--- config.mk ---
export PLATFORM = sky130hd
export DESIGN_NAME = mono_bmp_stream_writer
export DESIGN_NICKNAME = d
export VERILOG_FILES = /design/src/design/mbw_pkg.sv /design/src/design/mbw_front.sv /design/src/design/mbw_fifo.sv /design/src/design/mbw_back.sv /design/src/design/mono_bmp_stream_writer.sv
export SDC_FILE = /design/constraint.sdc
export NUM_CORES = 1
export LEC_CHECK = 0
export ABC_AREA = 1
export BUFFER_PORTS_ARGS = -buffer_cell sky130_fd_sc_hd__buf_2
export CORE_MARGIN = 2
export CORE_UTILIZATION = 35
export CTS_CLUSTER_DIAMETER = 120
export DETAILED_ROUTE_END_ITERATION = 16
export PLACE_DENSITY = 0.58
export SLEW_MARGIN = 40
export SYNTH_ARGS = -nofsm -noshare
export SYNTH_HDL_FRONTEND = slang
export SYNTH_SLANG_ARGS = --single-unit
--- constraint.sdc ---
create_clock -name i_clk -period 8.4 [get_ports i_clk]
set_clock_uncertainty 0.2 [all_clocks]
set_input_delay 1.68 -clock i_clk [delete_from_list [all_inputs] [get_ports i_clk]]
set_output_delay 1.68 -clock i_clk [all_outputs]
set_load 0.005 [all_outputs]
--- src/design/mbw_pkg.sv ---
// ---------------------------------------------------------------------------
// mbw_pkg
// Shared types, constants and the header byte lookup for the 1-bit BMP
// stream writer.
// ---------------------------------------------------------------------------
package mbw_pkg;

    localparam int unsigned MAX_WIDTH_DEF   = 65535;
    localparam int unsigned QUEUE_DEPTH_DEF = 4;

    localparam int unsigned HDR_BYTES = 62;
    localparam int unsigned INFO_SIZE = 40;
    localparam logic [31:0] WHITE_RGB = 32'h00FF_FFFF;
    localparam int unsigned HDR_POS_W = 6;

    // pixels per meter = dpi * 5000 / 127, split as dpi*whole + dpi*frac/127
    localparam int unsigned DPM_NUM     = 5000;
    localparam int unsigned DPM_DEN     = 127;
    localparam int unsigned DPM_WHOLE   = DPM_NUM / DPM_DEN;
    localparam int unsigned DPM_FRAC    = DPM_NUM % DPM_DEN;
    localparam int unsigned DPM_W       = 22;
    localparam int unsigned RECIP_SHIFT = 22;
    localparam int unsigned RECIP       = (1 << RECIP_SHIFT) / DPM_DEN;
    localparam int unsigned PROD_W      = DPM_W + 16;

    localparam int unsigned CFG_IDX_W  = 2;
    localparam int unsigned CFG_DATA_W = 16;
    localparam logic [CFG_IDX_W-1:0] CFG_IMAGE_WIDTH    = 2'd0;
    localparam logic [CFG_IDX_W-1:0] CFG_IMAGE_HEIGHT   = 2'd1;
    localparam logic [CFG_IDX_W-1:0] CFG_RESOLUTION_DPI = 2'd2;

    localparam logic [15:0] RST_WIDTH  = 16'd1;
    localparam logic [15:0] RST_HEIGHT = 16'd1;
    localparam logic [15:0] RST_DPI    = 16'd300;

    localparam logic CMD_HEADER = 1'b0;

    typedef enum logic {
        DESC_HEADER,
        DESC_DATA
    } t_kind;

    // one queued job for the back end
    typedef struct packed {
        t_kind       kind;
        logic [7:0]  data;
        logic [1:0]  pad;
    } t_desc;

    typedef struct packed {
        logic [15:0] width;
        logic [15:0] height;
        logic [31:0] file_size;
        logic [31:0] raster_size;
        logic [31:0] dpm;
    } t_hdr_info;

    function automatic logic [7:0] hdr_byte(logic [HDR_POS_W-1:0] pos, t_hdr_info hi);
        logic [HDR_POS_W-1:0] off;
        logic [3:0]           word_idx;
        logic [31:0]          word;
        logic [7:0]           b;
        off      = pos - HDR_POS_W'(2);
        word_idx = off[5:2];
        unique case (word_idx)
            4'd0:    word = hi.file_size;
            4'd2:    word = 32'(HDR_BYTES);
            4'd3:    word = 32'(INFO_SIZE);
            4'd4:    word = {16'd0, hi.width};
            4'd5:    word = {16'd0, hi.height};
            4'd6:    word = 32'h0001_0001;   // planes, bits per pixel
            4'd8:    word = hi.raster_size;
            4'd9:    word = hi.dpm;
            4'd10:   word = hi.dpm;
            4'd11:   word = 32'd2;           // palette entries
            4'd14:   word = WHITE_RGB;
            default: word = '0;
        endcase
        case (off[1:0])
            2'd0:    b = word[7:0];
            2'd1:    b = word[15:8];
            2'd2:    b = word[23:16];
            default: b = word[31:24];
        endcase
        if (pos == HDR_POS_W'(0)) begin
            b = 8'h42;
        end else if (pos == HDR_POS_W'(1)) begin
            b = 8'h4D;
        end
        return b;
    endfunction

endpackage

--- src/design/mbw_front.sv ---
// ---------------------------------------------------------------------------
// mbw_front
// Holds the registers, tracks the byte position within a row and turns each
// item into a job for the back end; also derives the header fields.
// ---------------------------------------------------------------------------
module mbw_front #(
    parameter int unsigned MAX_WIDTH = mbw_pkg::MAX_WIDTH_DEF
) (
    input  logic                           i_clk,
    input  logic                           i_rst_n,
    input  logic                           i_cfg_we,
    input  logic [mbw_pkg::CFG_IDX_W-1:0]  i_cfg_idx,
    input  logic [mbw_pkg::CFG_DATA_W-1:0] i_cfg_data,
    input  logic                           i_valid,
    input  logic                           i_command,
    input  logic [7:0]                     i_pixel_byte,
    input  logic                           i_full,
    output logic                           o_push,
    output mbw_pkg::t_desc                 o_desc,
    output mbw_pkg::t_hdr_info             o_hdr
);
    import mbw_pkg::*;

    localparam int unsigned MAX_BPR = (MAX_WIDTH + 7) / 8;
    localparam int unsigned BIR_W   = (MAX_BPR > 1) ? $clog2(MAX_BPR) : 1;

    logic [15:0]      r_width, r_height, r_dpi;
    logic [BIR_W-1:0] r_bir, n_bir;

    logic [15:0] eff_w;
    logic [13:0] bpr, row_bytes, cnt_ext;
    logic [1:0]  pad;
    logic        row_end, accept;
    logic [7:0]  inv, last_mask;

    logic [31:0]       r_raster_size, r_file_size;
    logic [DPM_W-1:0]  r_dpm_base, r_dpm_base2, r_dpm_base3, r_dpm_x, r_dpm_x2, r_dpm;
    logic [PROD_W-1:0] r_dpm_prod;
    logic [15:0]       r_dpm_q, q0, q;
    logic [DPM_W-1:0]  rem;

    always_ff @(posedge i_clk) begin
        if (!i_rst_n) begin
            r_width  <= RST_WIDTH;
            r_height <= RST_HEIGHT;
            r_dpi    <= RST_DPI;
        end else if (i_cfg_we) begin
            unique case (i_cfg_idx)
                CFG_IMAGE_WIDTH:    r_width  <= i_cfg_data;
                CFG_IMAGE_HEIGHT:   r_height <= i_cfg_data;
                CFG_RESOLUTION_DPI: r_dpi    <= i_cfg_data;
                default: ;
            endcase
        end
    end

    assign eff_w     = (r_width > 16'(MAX_WIDTH)) ? 16'(MAX_WIDTH) : r_width;
    assign bpr       = 14'(({1'b0, eff_w} + 17'd7) >> 3);
    assign row_bytes = (bpr + 14'd3) & ~14'd3;
    assign pad       = 2'd0 - bpr[1:0];
    assign cnt_ext   = 14'(r_bir);
    assign row_end   = (cnt_ext + 14'd1) >= bpr;
    assign inv       = ~i_pixel_byte;
    // clear the unused low bits of the last byte of a row
    assign last_mask = (eff_w[2:0] == 3'd0) ? 8'hFF : ~(8'hFF >> eff_w[2:0]);

    assign accept = i_valid && !i_full;
    assign o_push = accept;

    always_comb begin
        o_desc.kind = DESC_DATA;
        o_desc.data = 8'h00;
        o_desc.pad  = 2'd0;
        n_bir       = r_bir;
        if (i_command == CMD_HEADER) begin
            o_desc.kind = DESC_HEADER;
            if (accept) begin
                n_bir = '0;
            end
        end else if (eff_w == 16'd0) begin
            if (accept) begin
                n_bir = '0;
            end
        end else if (row_end) begin
            o_desc.data = inv & last_mask;
            o_desc.pad  = pad;
            if (accept) begin
                n_bir = '0;
            end
        end else begin
            o_desc.data = inv;
            if (accept) begin
                n_bir = r_bir + BIR_W'(1);
            end
        end
    end

    always_ff @(posedge i_clk) begin
        if (!i_rst_n) begin
            r_bir <= '0;
        end else begin
            r_bir <= n_bir;
        end
    end

    // header fields follow the registers continuously
    always_ff @(posedge i_clk) begin
        r_raster_size <= 32'(row_bytes) * 32'(r_height);
        r_file_size   <= r_raster_size + 32'(HDR_BYTES);
        r_dpm_base    <= DPM_W'({6'd0, r_dpi} * DPM_W'(DPM_WHOLE));
        r_dpm_x       <= DPM_W'({6'd0, r_dpi} * DPM_W'(DPM_FRAC));
        r_dpm_prod    <= PROD_W'(r_dpm_x) * PROD_W'(RECIP);
        r_dpm_x2      <= r_dpm_x;
        r_dpm_base2   <= r_dpm_base;
        r_dpm_q       <= q;
        r_dpm_base3   <= r_dpm_base2;
        r_dpm         <= r_dpm_base3 + DPM_W'(r_dpm_q);
    end

    // reciprocal estimate is low by at most one
    assign q0  = 16'(r_dpm_prod >> RECIP_SHIFT);
    assign rem = r_dpm_x2 - DPM_W'(q0) * DPM_W'(DPM_DEN);
    assign q   = (rem >= DPM_W'(DPM_DEN)) ? q0 + 16'd1 : q0;

    assign o_hdr.width       = eff_w;
    assign o_hdr.height      = r_height;
    assign o_hdr.file_size   = r_file_size;
    assign o_hdr.raster_size = r_raster_size;
    assign o_hdr.dpm         = 32'(r_dpm);

    a_hdr_restarts_row: assert property (@(posedge i_clk) disable iff (!i_rst_n)
        accept && i_command == CMD_HEADER |=> r_bir == '0)
        else $error("row position not cleared by header");
    a_bir_bound: assert property (@(posedge i_clk) disable iff (!i_rst_n)
        cnt_ext < 14'(MAX_BPR))
        else $error("row position beyond widest row");
    a_pad_only_at_row_end: assert property (@(posedge i_clk) disable iff (!i_rst_n)
        o_push && o_desc.pad != 2'd0 |-> o_desc.kind == DESC_DATA && row_end)
        else $error("padding requested away from row end");

endmodule

--- src/design/mbw_fifo.sv ---
// ---------------------------------------------------------------------------
// mbw_fifo
// Short job queue between the front end and the back end.
// ---------------------------------------------------------------------------
module mbw_fifo #(
    parameter int unsigned DEPTH = mbw_pkg::QUEUE_DEPTH_DEF
) (
    input  logic           i_clk,
    input  logic           i_rst_n,
    input  logic           i_push,
    input  mbw_pkg::t_desc i_desc,
    input  logic           i_pop,
    output mbw_pkg::t_desc o_head,
    output logic           o_full,
    output logic           o_empty
);
    import mbw_pkg::*;

    localparam int unsigned PTR_W = (DEPTH > 1) ? $clog2(DEPTH) : 1;
    localparam int unsigned CNT_W = $clog2(DEPTH + 1);

    t_desc            r_mem [DEPTH];
    logic [PTR_W-1:0] r_wr, r_rd;
    logic [CNT_W-1:0] r_count;

    assign o_full  = r_count == CNT_W'(DEPTH);
    assign o_empty = r_count == '0;
    assign o_head  = r_mem[r_rd];

    always_ff @(posedge i_clk) begin
        if (i_push) begin
            r_mem[r_wr] <= i_desc;
        end
    end

    always_ff @(posedge i_clk) begin
        if (!i_rst_n) begin
            r_wr    <= '0;
            r_rd    <= '0;
            r_count <= '0;
        end else begin
            if (i_push) begin
                r_wr <= (r_wr == PTR_W'(DEPTH - 1)) ? '0 : r_wr + PTR_W'(1);
            end
            if (i_pop) begin
                r_rd <= (r_rd == PTR_W'(DEPTH - 1)) ? '0 : r_rd + PTR_W'(1);
            end
            if (i_push && !i_pop) begin
                r_count <= r_count + CNT_W'(1);
            end else if (i_pop && !i_push) begin
                r_count <= r_count - CNT_W'(1);
            end
        end
    end

    a_no_overflow: assert property (@(posedge i_clk) disable iff (!i_rst_n)
        i_push |-> !o_full)
        else $error("push into full queue");
    a_no_underflow: assert property (@(posedge i_clk) disable iff (!i_rst_n)
        i_pop |-> !o_empty)
        else $error("pop from empty queue");
    a_count_bound: assert property (@(posedge i_clk) disable iff (!i_rst_n)
        r_count <= CNT_W'(DEPTH))
        else $error("queue count out of range");

endmodule

--- src/design/mbw_back.sv ---
// ---------------------------------------------------------------------------
// mbw_back
// Expands queued jobs into output bytes: the header, a data byte and the
// row padding, one byte per cycle into the output register unless it stalls.
// ---------------------------------------------------------------------------
module mbw_back (
    input  logic               i_clk,
    input  logic               i_rst_n,
    input  mbw_pkg::t_desc     i_head,
    input  logic               i_empty,
    input  mbw_pkg::t_hdr_info i_hdr,
    output logic               o_pop,
    output logic               o_valid,
    output logic [7:0]         o_byte,
    output logic               o_last,
    input  logic               i_stall
);
    import mbw_pkg::*;

    logic [HDR_POS_W-1:0] r_pos, n_pos;
    logic                 r_valid, r_last;
    logic [7:0]           r_byte, n_byte;
    logic                 slot_free, go, run_last;

    assign slot_free = !r_valid || !i_stall;
    assign go        = slot_free && !i_empty;

    always_comb begin
        unique case (i_head.kind)
            DESC_HEADER: begin
                run_last = r_pos == HDR_POS_W'(HDR_BYTES - 1);
                n_byte   = hdr_byte(r_pos, i_hdr);
            end
            default: begin
                run_last = r_pos == HDR_POS_W'(i_head.pad);
                n_byte   = (r_pos == '0) ? i_head.data : 8'h00;
            end
        endcase
    end

    assign o_pop = go && run_last;

    always_comb begin
        n_pos = r_pos;
        if (go) begin
            n_pos = run_last ? '0 : r_pos + HDR_POS_W'(1);
        end
    end

    always_ff @(posedge i_clk) begin
        if (!i_rst_n) begin
            r_pos   <= '0;
            r_valid <= 1'b0;
        end else begin
            r_pos <= n_pos;
            if (go) begin
                r_valid <= 1'b1;
            end else if (!i_stall) begin
                r_valid <= 1'b0;
            end
        end
    end

    always_ff @(posedge i_clk) begin
        if (go) begin
            r_byte <= n_byte;
            r_last <= run_last;
        end
    end

    assign o_valid = r_valid;
    assign o_byte  = r_byte;
    assign o_last  = r_last;

    a_run_keeps_job: assert property (@(posedge i_clk) disable iff (!i_rst_n)
        r_pos != '0 |-> !i_empty)
        else $error("job left the queue mid-run");
    a_pos_in_header: assert property (@(posedge i_clk) disable iff (!i_rst_n)
        r_pos < HDR_POS_W'(HDR_BYTES))
        else $error("header position out of range");
    a_pos_in_pad: assert property (@(posedge i_clk) disable iff (!i_rst_n)
        !i_empty && i_head.kind == DESC_DATA |-> r_pos <= HDR_POS_W'(i_head.pad))
        else $error("padding run overshoots");

endmodule

--- src/design/mono_bmp_stream_writer.sv ---
// ---------------------------------------------------------------------------
// mono_bmp_stream_writer
// Streams a 1-bit-per-pixel BMP file: header on command, then inverted row
// bytes with end-of-row masking and padding to four bytes.
// ---------------------------------------------------------------------------
// Input items are taken one per cycle while the job queue (QUEUE_DEPTH
// entries) has room; the output side delivers one byte per cycle while
// the output is not stalled. A pixel byte inside a row gives one byte, the
// last byte of a row gives one to four (data plus zero padding to the next
// four-byte boundary), and a header command gives 62 bytes, all issued by
// the back end at one byte per cycle when not stalled, so pixel bytes inside
// a row sustain one item per cycle, while each row end and header holds the
// back end for all of its bytes and the queue absorbs items until it fills.
// Each item passes through the job queue and the back end's output register
// before its first byte appears. The header's size and resolution fields
// are derived from the registers through a short registered pipeline.
// ---------------------------------------------------------------------------
module mono_bmp_stream_writer #(
    parameter int unsigned MAX_WIDTH   = mbw_pkg::MAX_WIDTH_DEF,
    parameter int unsigned QUEUE_DEPTH = mbw_pkg::QUEUE_DEPTH_DEF
) (
    input  logic                           i_clk,
    input  logic                           i_rst_n,
    input  logic                           i_cfg_we,
    input  logic [mbw_pkg::CFG_IDX_W-1:0]  i_cfg_idx,
    input  logic [mbw_pkg::CFG_DATA_W-1:0] i_cfg_data,
    input  logic                           i_in_valid,
    output logic                           o_in_stall,
    input  logic                           i_command,
    input  logic [7:0]                     i_pixel_byte,
    output logic                           o_out_valid,
    input  logic                           i_out_stall,
    output logic [7:0]                     o_out_byte,
    output logic                           o_last_of_run
);
    import mbw_pkg::*;

    logic      push, pop, full, empty;
    t_desc     desc, head;
    t_hdr_info hdr;

    assign o_in_stall = full;

    mbw_front #(
        .MAX_WIDTH(MAX_WIDTH)
    ) u_front (
        .i_clk       (i_clk),
        .i_rst_n     (i_rst_n),
        .i_cfg_we    (i_cfg_we),
        .i_cfg_idx   (i_cfg_idx),
        .i_cfg_data  (i_cfg_data),
        .i_valid     (i_in_valid),
        .i_command   (i_command),
        .i_pixel_byte(i_pixel_byte),
        .i_full      (full),
        .o_push      (push),
        .o_desc      (desc),
        .o_hdr       (hdr)
    );

    mbw_fifo #(
        .DEPTH(QUEUE_DEPTH)
    ) u_fifo (
        .i_clk  (i_clk),
        .i_rst_n(i_rst_n),
        .i_push (push),
        .i_desc (desc),
        .i_pop  (pop),
        .o_head (head),
        .o_full (full),
        .o_empty(empty)
    );

    mbw_back u_back (
        .i_clk  (i_clk),
        .i_rst_n(i_rst_n),
        .i_head (head),
        .i_empty(empty),
        .i_hdr  (hdr),
        .o_pop  (pop),
        .o_valid(o_out_valid),
        .o_byte (o_out_byte),
        .o_last (o_last_of_run),
        .i_stall(i_out_stall)
    );

endmodule
After elaboration in Yosys (flattened, before gate mapping)
Memories as Yosys holds them, arrays and structs flattened. A register that Yosys moved wholly into a read port is not among the register bits.
Cells that the tools add are included.
{"block": "op_classes", "reduce_logical": 24, "n_eq_ne": 22, "shifts": 1, "mul": 5, "n_mux": 31, "bitwise": 3, "magnitude_cmp": 3, "addsub": 15}
{"operator": "32-bit case mux with 10 select lines", "count": 1}
{"operator": "13-bit two-way mux", "count": 5}
{"operator": "8-bit two-way mux", "count": 6}
{"operator": "16-bit by 6-bit multiplier with 22-bit output (second input constant)", "count": 2}
{"operator": "22-bit by 15-bit multiplier with 37-bit output (second input constant)", "count": 1}
{"operator": "16-bit two-way mux", "count": 2}
{"operator": "30-bit by 6-bit adder with 31-bit output (second input constant)", "count": 1}
{"operator": "12-bit by 16-bit multiplier with 28-bit output", "count": 1}
{"operator": "8-bit case mux with 3 select lines", "count": 1}
{"operator": "22-bit by 16-bit adder with 22-bit output", "count": 1}
{"operator": "22-bit by 7-bit greater-or-equal comparator with 1-bit output (second input constant)", "count": 1}
{"operator": "16-bit by 7-bit multiplier with 22-bit output (second input constant)", "count": 1}
{"operator": "22-bit subtractor", "count": 1}
{"operator": "4-bit equality test (second input constant)", "count": 5}
{"operator": "10-bit two-way mux", "count": 2}
{"operator": "16-bit by 3-bit adder with 17-bit output (second input constant)", "count": 1}
{"operator": "16-bit by 1-bit adder with 16-bit output (second input constant)", "count": 1}
{"operator": "16-bit greater-than comparator (second input constant)", "count": 1}
{"operator": "16-bit zero test", "count": 1}
{"operator": "8-bit NOT", "count": 2}
{"operator": "13-bit by 1-bit adder with 14-bit output (second input constant)", "count": 1}
{"operator": "14-bit by 2-bit adder with 14-bit output (second input constant)", "count": 1}
{"operator": "14-bit greater-or-equal comparator", "count": 1}
{"operator": "13-bit by 1-bit adder with 13-bit output (second input constant)", "count": 1}
{"operator": "other kinds (32)", "count": 63}
{"block": "word_totals", "ram_bits": 44, "out_inout_bits": 11, "mem_count": 1, "input_bits": 32, "reg_bits": 329, "word_cells": 126}
{"memory": "u_fifo.r_mem", "depth": 4, "width": 11, "rd": 1, "rd_clocked_by_memory_dff": 1, "wr": 1, "line": "mbw_fifo.sv:22", "rtl": "t_desc r_mem [DEPTH];"}

Longest topological paths before layout
{"block": "depth", "ltp_word": 9, "ltp_mapped": 38, "mapped_depth_nobuf": 38}

Modules after synthesis
Synthesis repeated with hierarchy kept, for this count alone.
{"block": "hier_totals", "hier_cells": 3628, "hier_area_um2": 29734.8}
{"module": "mbw_front", "cells_each": 3043, "area_per_inst_um2": 25239.2, "instances": 1, "seq_area_each_um2": 5525.3}
{"module": "mbw_back", "cells_each": 419, "area_per_inst_um2": 2392.3, "instances": 1, "seq_area_each_um2": 410.4}
{"module": "mbw_fifo", "cells_each": 166, "area_per_inst_um2": 2103.3, "instances": 1, "seq_area_each_um2": 1501.4}

Worst setup path before layout
Ideal clock, no wire load.
{"block": "synth_path", "path_kind": "reg2reg", "start": "register u_front.r_width[2]", "end": "register u_front.r_raster_size[27]", "path_stages_with_launch": 32, "required_ns": 8.128, "setup_ns": 0.072, "slack_ns": 1.962, "n_path_buf": 0, "synth_period_minus_slack_ns": 6.438, "arrival_ns": 6.166, "cell_sequence": "dfxtp_1 -> inv_2 -> nand2_4 -> nand3_4 -> nor2_8 -> nand2_1 -> xor2_2 -> nand2_1 -> nor2_4 -> nand3_4 -> o21ai_2 -> nand2_2 -> inv_2 -> nand2_1 -> fa_1 -> inv_1 -> fa_1 -> fa_1 -> fa_1 -> inv_1 -> fa_1 -> inv_1 -> ha_1 -> nand2_1 -> o21ai_0 -> a21oi_1 -> o21ai_0 -> a21oi_1 -> o21ai_0 -> nand2_1 -> nand2_1 -> xor2_1"}
{"block": "synth_between", "elab_chain_cells": 5}
{"element": "start: declaration", "line": "mbw_front.sv:27", "rtl": "logic [15:0] r_width, r_height, r_dpi;"}
{"element": "start signal: assignment", "line": "mbw_front.sv:49", "rtl": "CFG_IMAGE_WIDTH: r_width <= i_cfg_data;"}
{"element": "16-bit greater-than comparator", "line": "mbw_front.sv:57", "rtl": "assign eff_w = (r_width > 16'(MAX_WIDTH)) ? 16'(MAX_WIDTH) : r_width;"}
{"element": "16-bit two-way mux *", "line": "mbw_front.sv:57"}
{"element": "16-bit by 3-bit adder with 17-bit output *", "line": "mbw_front.sv:58", "rtl": "assign bpr = 14'(({1'b0, eff_w} + 17'd7) >> 3);"}
{"element": "14-bit by 2-bit adder with 14-bit output *", "line": "mbw_front.sv:59", "rtl": "assign row_bytes = (bpr + 14'd3) & ~14'd3;"}
{"element": "12-bit by 16-bit multiplier with 28-bit output *", "line": "mbw_front.sv:108", "rtl": "r_raster_size <= 32'(row_bytes) * 32'(r_height);"}
{"element": "end signal: assignment", "line": "mbw_front.sv:108"}
{"element": "end: declaration", "line": "mbw_front.sv:36", "rtl": "logic [31:0] r_raster_size, r_file_size;"}
Every way passes the cells marked *; elsewhere a longest branch is shown, timed or not.
A chain may end at the register's enable or synchronous reset.

Final worst setup path
Same ends and word-level chain as after synthesis.

==> results.json <==
{
  "drcViolationCount": 0,
  "synthToLayoutAreaGrowth_pct": 9.805,
  "row_count": 105,
  "path_class": "reg2reg",
  "yosysWarnings": 0,
  "post-cts-setup-buffers": 0,
  "slew_violations": 0,
  "mostFrequentLayoutCell": "nand2_1",
  "cts_tree": "built",
  "end_kind": "flip-flop",
  "status": "finished, final reports clean",
  "drtAntennaViolNets": 0,
  "layout_common_cells": "nand2_1 (681), inv_1 (601), ha_1 (337)",
  "fmax_mhz": 136.2,
  "syn_nets": 4139,
  "fin_crit_sh": 0.8742,
  "grt_pass1_wl_microns": 123500,
  "worst_ep_required_time_ns": 8.67,
  "nNetsFinal": 4162,
  "gp_congestion": 0.9747,
  "met1_usage": 0.2459,
  "reg2reg_slack_ns": 1.06,
  "grt_use_met3": 0.02603,
  "die_w_microns": 291.8,
  "dr.pass1.iters": 6,
  "critPathMaxStageDelay_ns": 0.55,
  "syn_inst": 3491,
  "viasPerCell": 4.866,
  "antenna_found_initial": 2,
  "ys_async_sr_fraction": 0,
  "io_pins": 43,
  "rsz0062_at_grt": "no",
  "initial_core_util": 0.3531,
  "cts_sinks": 345,
  "postCtsHoldBufs": 0,
  "cts_resized": 0,
  "drive_gt1_frac": 0.05786,
  "dp_hpwl_microns": 64060,
  "grt_max_degree": 58,
  "cts_root_buf": "clkbuf_16",
  "final_core_util": 0.3877,
  "busiest_layer": "met2",
  "vias": 22450,
  "synth_cell_types": 59,
  "clk_latency_ns": 0.58,
  "overflow": 0,
  "core_area_sq_mm": 0.08211,
  "period_needed_ns": 7.343,
  "totalWireLength_microns": 77280,
  "design.die.area_sq_mm": 0.08515,
  "antenna_cells": 0,
  "max_cap_violations": 0,
  "numCtsBuffers": 39,
  "setup_tns_ns": 0,
  "drt_iter0_drc": 1371,
  "setup_violations": 0,
  "worst_slew_pin_slew_ns": 0.7779,
  "crit_slowest_cell": "fa_1",
  "cts.clk_slew.worst_paths_ns": 0.06,
  "yosys.area.top_type": "dfxtp_1",
  "hold_violations": 0,
  "grt_use_total": 0.1837,
  "synth_area_leaders": "dfxtp_1 (20%), fa_1 (19%), ha_1 (15%), nand2_1 (8.8%), inv_1 (7.8%)",
  "hp-class": "reg2reg",
  "htreeDepth": 2,
  "first_global_vias": 22170,
  "crit_arrival_ns": 7.61,
  "io_buffers": 42,
  "cp_max_fo": 10,
  "die_h_microns": 291.8,
  "syn_area_sq_mm": 0.02899,
  "synth_edf_count": 53,
  "avgSynthCellArea_sq_um": 8.305,
  "synth-main-ff-cell": "dfxtp_1",
  "worstSetupStartpointType": "flip-flop",
  "clockBufferDepth": 3,
  "ys_ff_latch": 345,
  "synth_top_area_frac": 0.2016,
  "crit_top_cell": "nand2_1",
  "ys_seq_area_frac": 0.2565,
  "use_met2": 0.3058,
  "wl_per_cell_microns": 16.75,
  "max-slew-margin-rel": 0.4808
}
## cell usage after synthesis, drive strengths merged, types with 9 or more instances
library cell / instances
nand2: 702
inv: 611
ha: 337
dfxtp: 292
nor2: 286
fa: 279
a21oi: 209
o21ai: 176
nand3: 166
xor2: 112
edfxtp: 53
clkbuf: 39
xnor2: 39
nand4: 36
buf: 28
nor3: 27
and2: 11
o22ai: 11
a211oi: 9
nor4: 9
o21bai: 9
## critical path: cells and delay by family (launching register included)
family | cells | cell delay [ns]
adders and majority gates | 6 | 2.97
and+or+nand+nor | 12 | 1.57
AOI/OAI and AO/OA | 6 | 1.18
buffers and inverters | 5 | 0.45
DFF | 1 | 0.42
xor gates and xnor gates | 2 | 0.40
## cell type report
cell class                      count  area, sq um
Clock buffer                       46         1086
Multi-Input combinational cell   2464        18980
Inverter                          615         2312
Sequential cell                   345         7438
Tap cell                         1070         1339
Timing Repair Buffer               49        265.3
Fill cell                        8370        50280
Clock inverter                     24        417.9
## final timing paths
path	startpoint	endpoint	cells after the start
worst min register to register	u_front.r_dpm_base[7]	u_front.r_dpm_base2[7]	0
worst min-delay path	u_front.r_dpm_base[7]	u_front.r_dpm_base2[7]	0
worst max-delay path	u_front.r_width[2]	u_front.r_raster_size[27]	31
worst max register to register	u_front.r_width[2]	u_front.r_raster_size[27]	31
## sequential cells by signal, summed over array words and instances, names as in the netlist, named ones only
name / cells
u_front.r_file_size: 29
u_front.r_dpm_x2: 19
u_front.r_dpm_q: 16
u_front.r_bir: 13
u_front.r_dpm_base: 22
u_front.r_raster_size: 28
u_front.r_dpm_prod: 16
u_back.o_valid: 1
u_front.r_dpi: 16
u_fifo.r_mem: 44
u_back.o_last: 1
u_front.r_dpm_base2: 22
u_back.o_byte: 8
u_front.r_height: 16
u_front.r_width: 16
u_fifo.r_count: 3
u_front.r_dpm: 22
u_fifo.r_rd: 2
u_fifo.r_wr: 2
u_back.r_pos: 6
u_front.r_dpm_base3: 22
u_front.r_dpm_x: 19
## metrics by stage
| step | hold slack, ns | std cells | cell area, sq um | worst slack (ns) |
|---|---|---|---|---|
| finish | 0.1120 | 4613 | 31830 | 1.057 |
| global placement | 0.1106 | 4543 | 30310 | 1.352 |
| global route | 0.1109 | 4613 | 31830 | 0.5657 |
| detailed placement | 0.1121 | 4543 | 30320 | 1.199 |
| CTS | 0.1074 | 4613 | 31830 | 1.089 |
| floorplan | 0.1096 | 3491 | 28990 | 1.962 |
## kinds of logic (layout without fill, tap and decap cells)
group | Yosys count | in the layout | share of synthesized area
AOI/OAI and AO/OA | 448 | 448 | 0.08347
xor gates and xnor gates | 151 | 151 | 0.04588
adders and majority gates | 616 | 616 | 0.3381
buffers and inverters | 682 | 734 | 0.08990
DFF | 345 | 345 | 0.2565
and+or+nand+nor | 1249 | 1249 | 0.1861
## layer usage
metal / vias to the layer above / wire length (microns)
met5: - / 27
met4: 4 / 2446
met3: 149 / 3608
met2: 506 / 36170
met1: 10670 / 35030
li1: 11110 / -
Power is not shown: default switching activity piles up to over one toggle a cycle in this logic, so the estimate is an artifact.
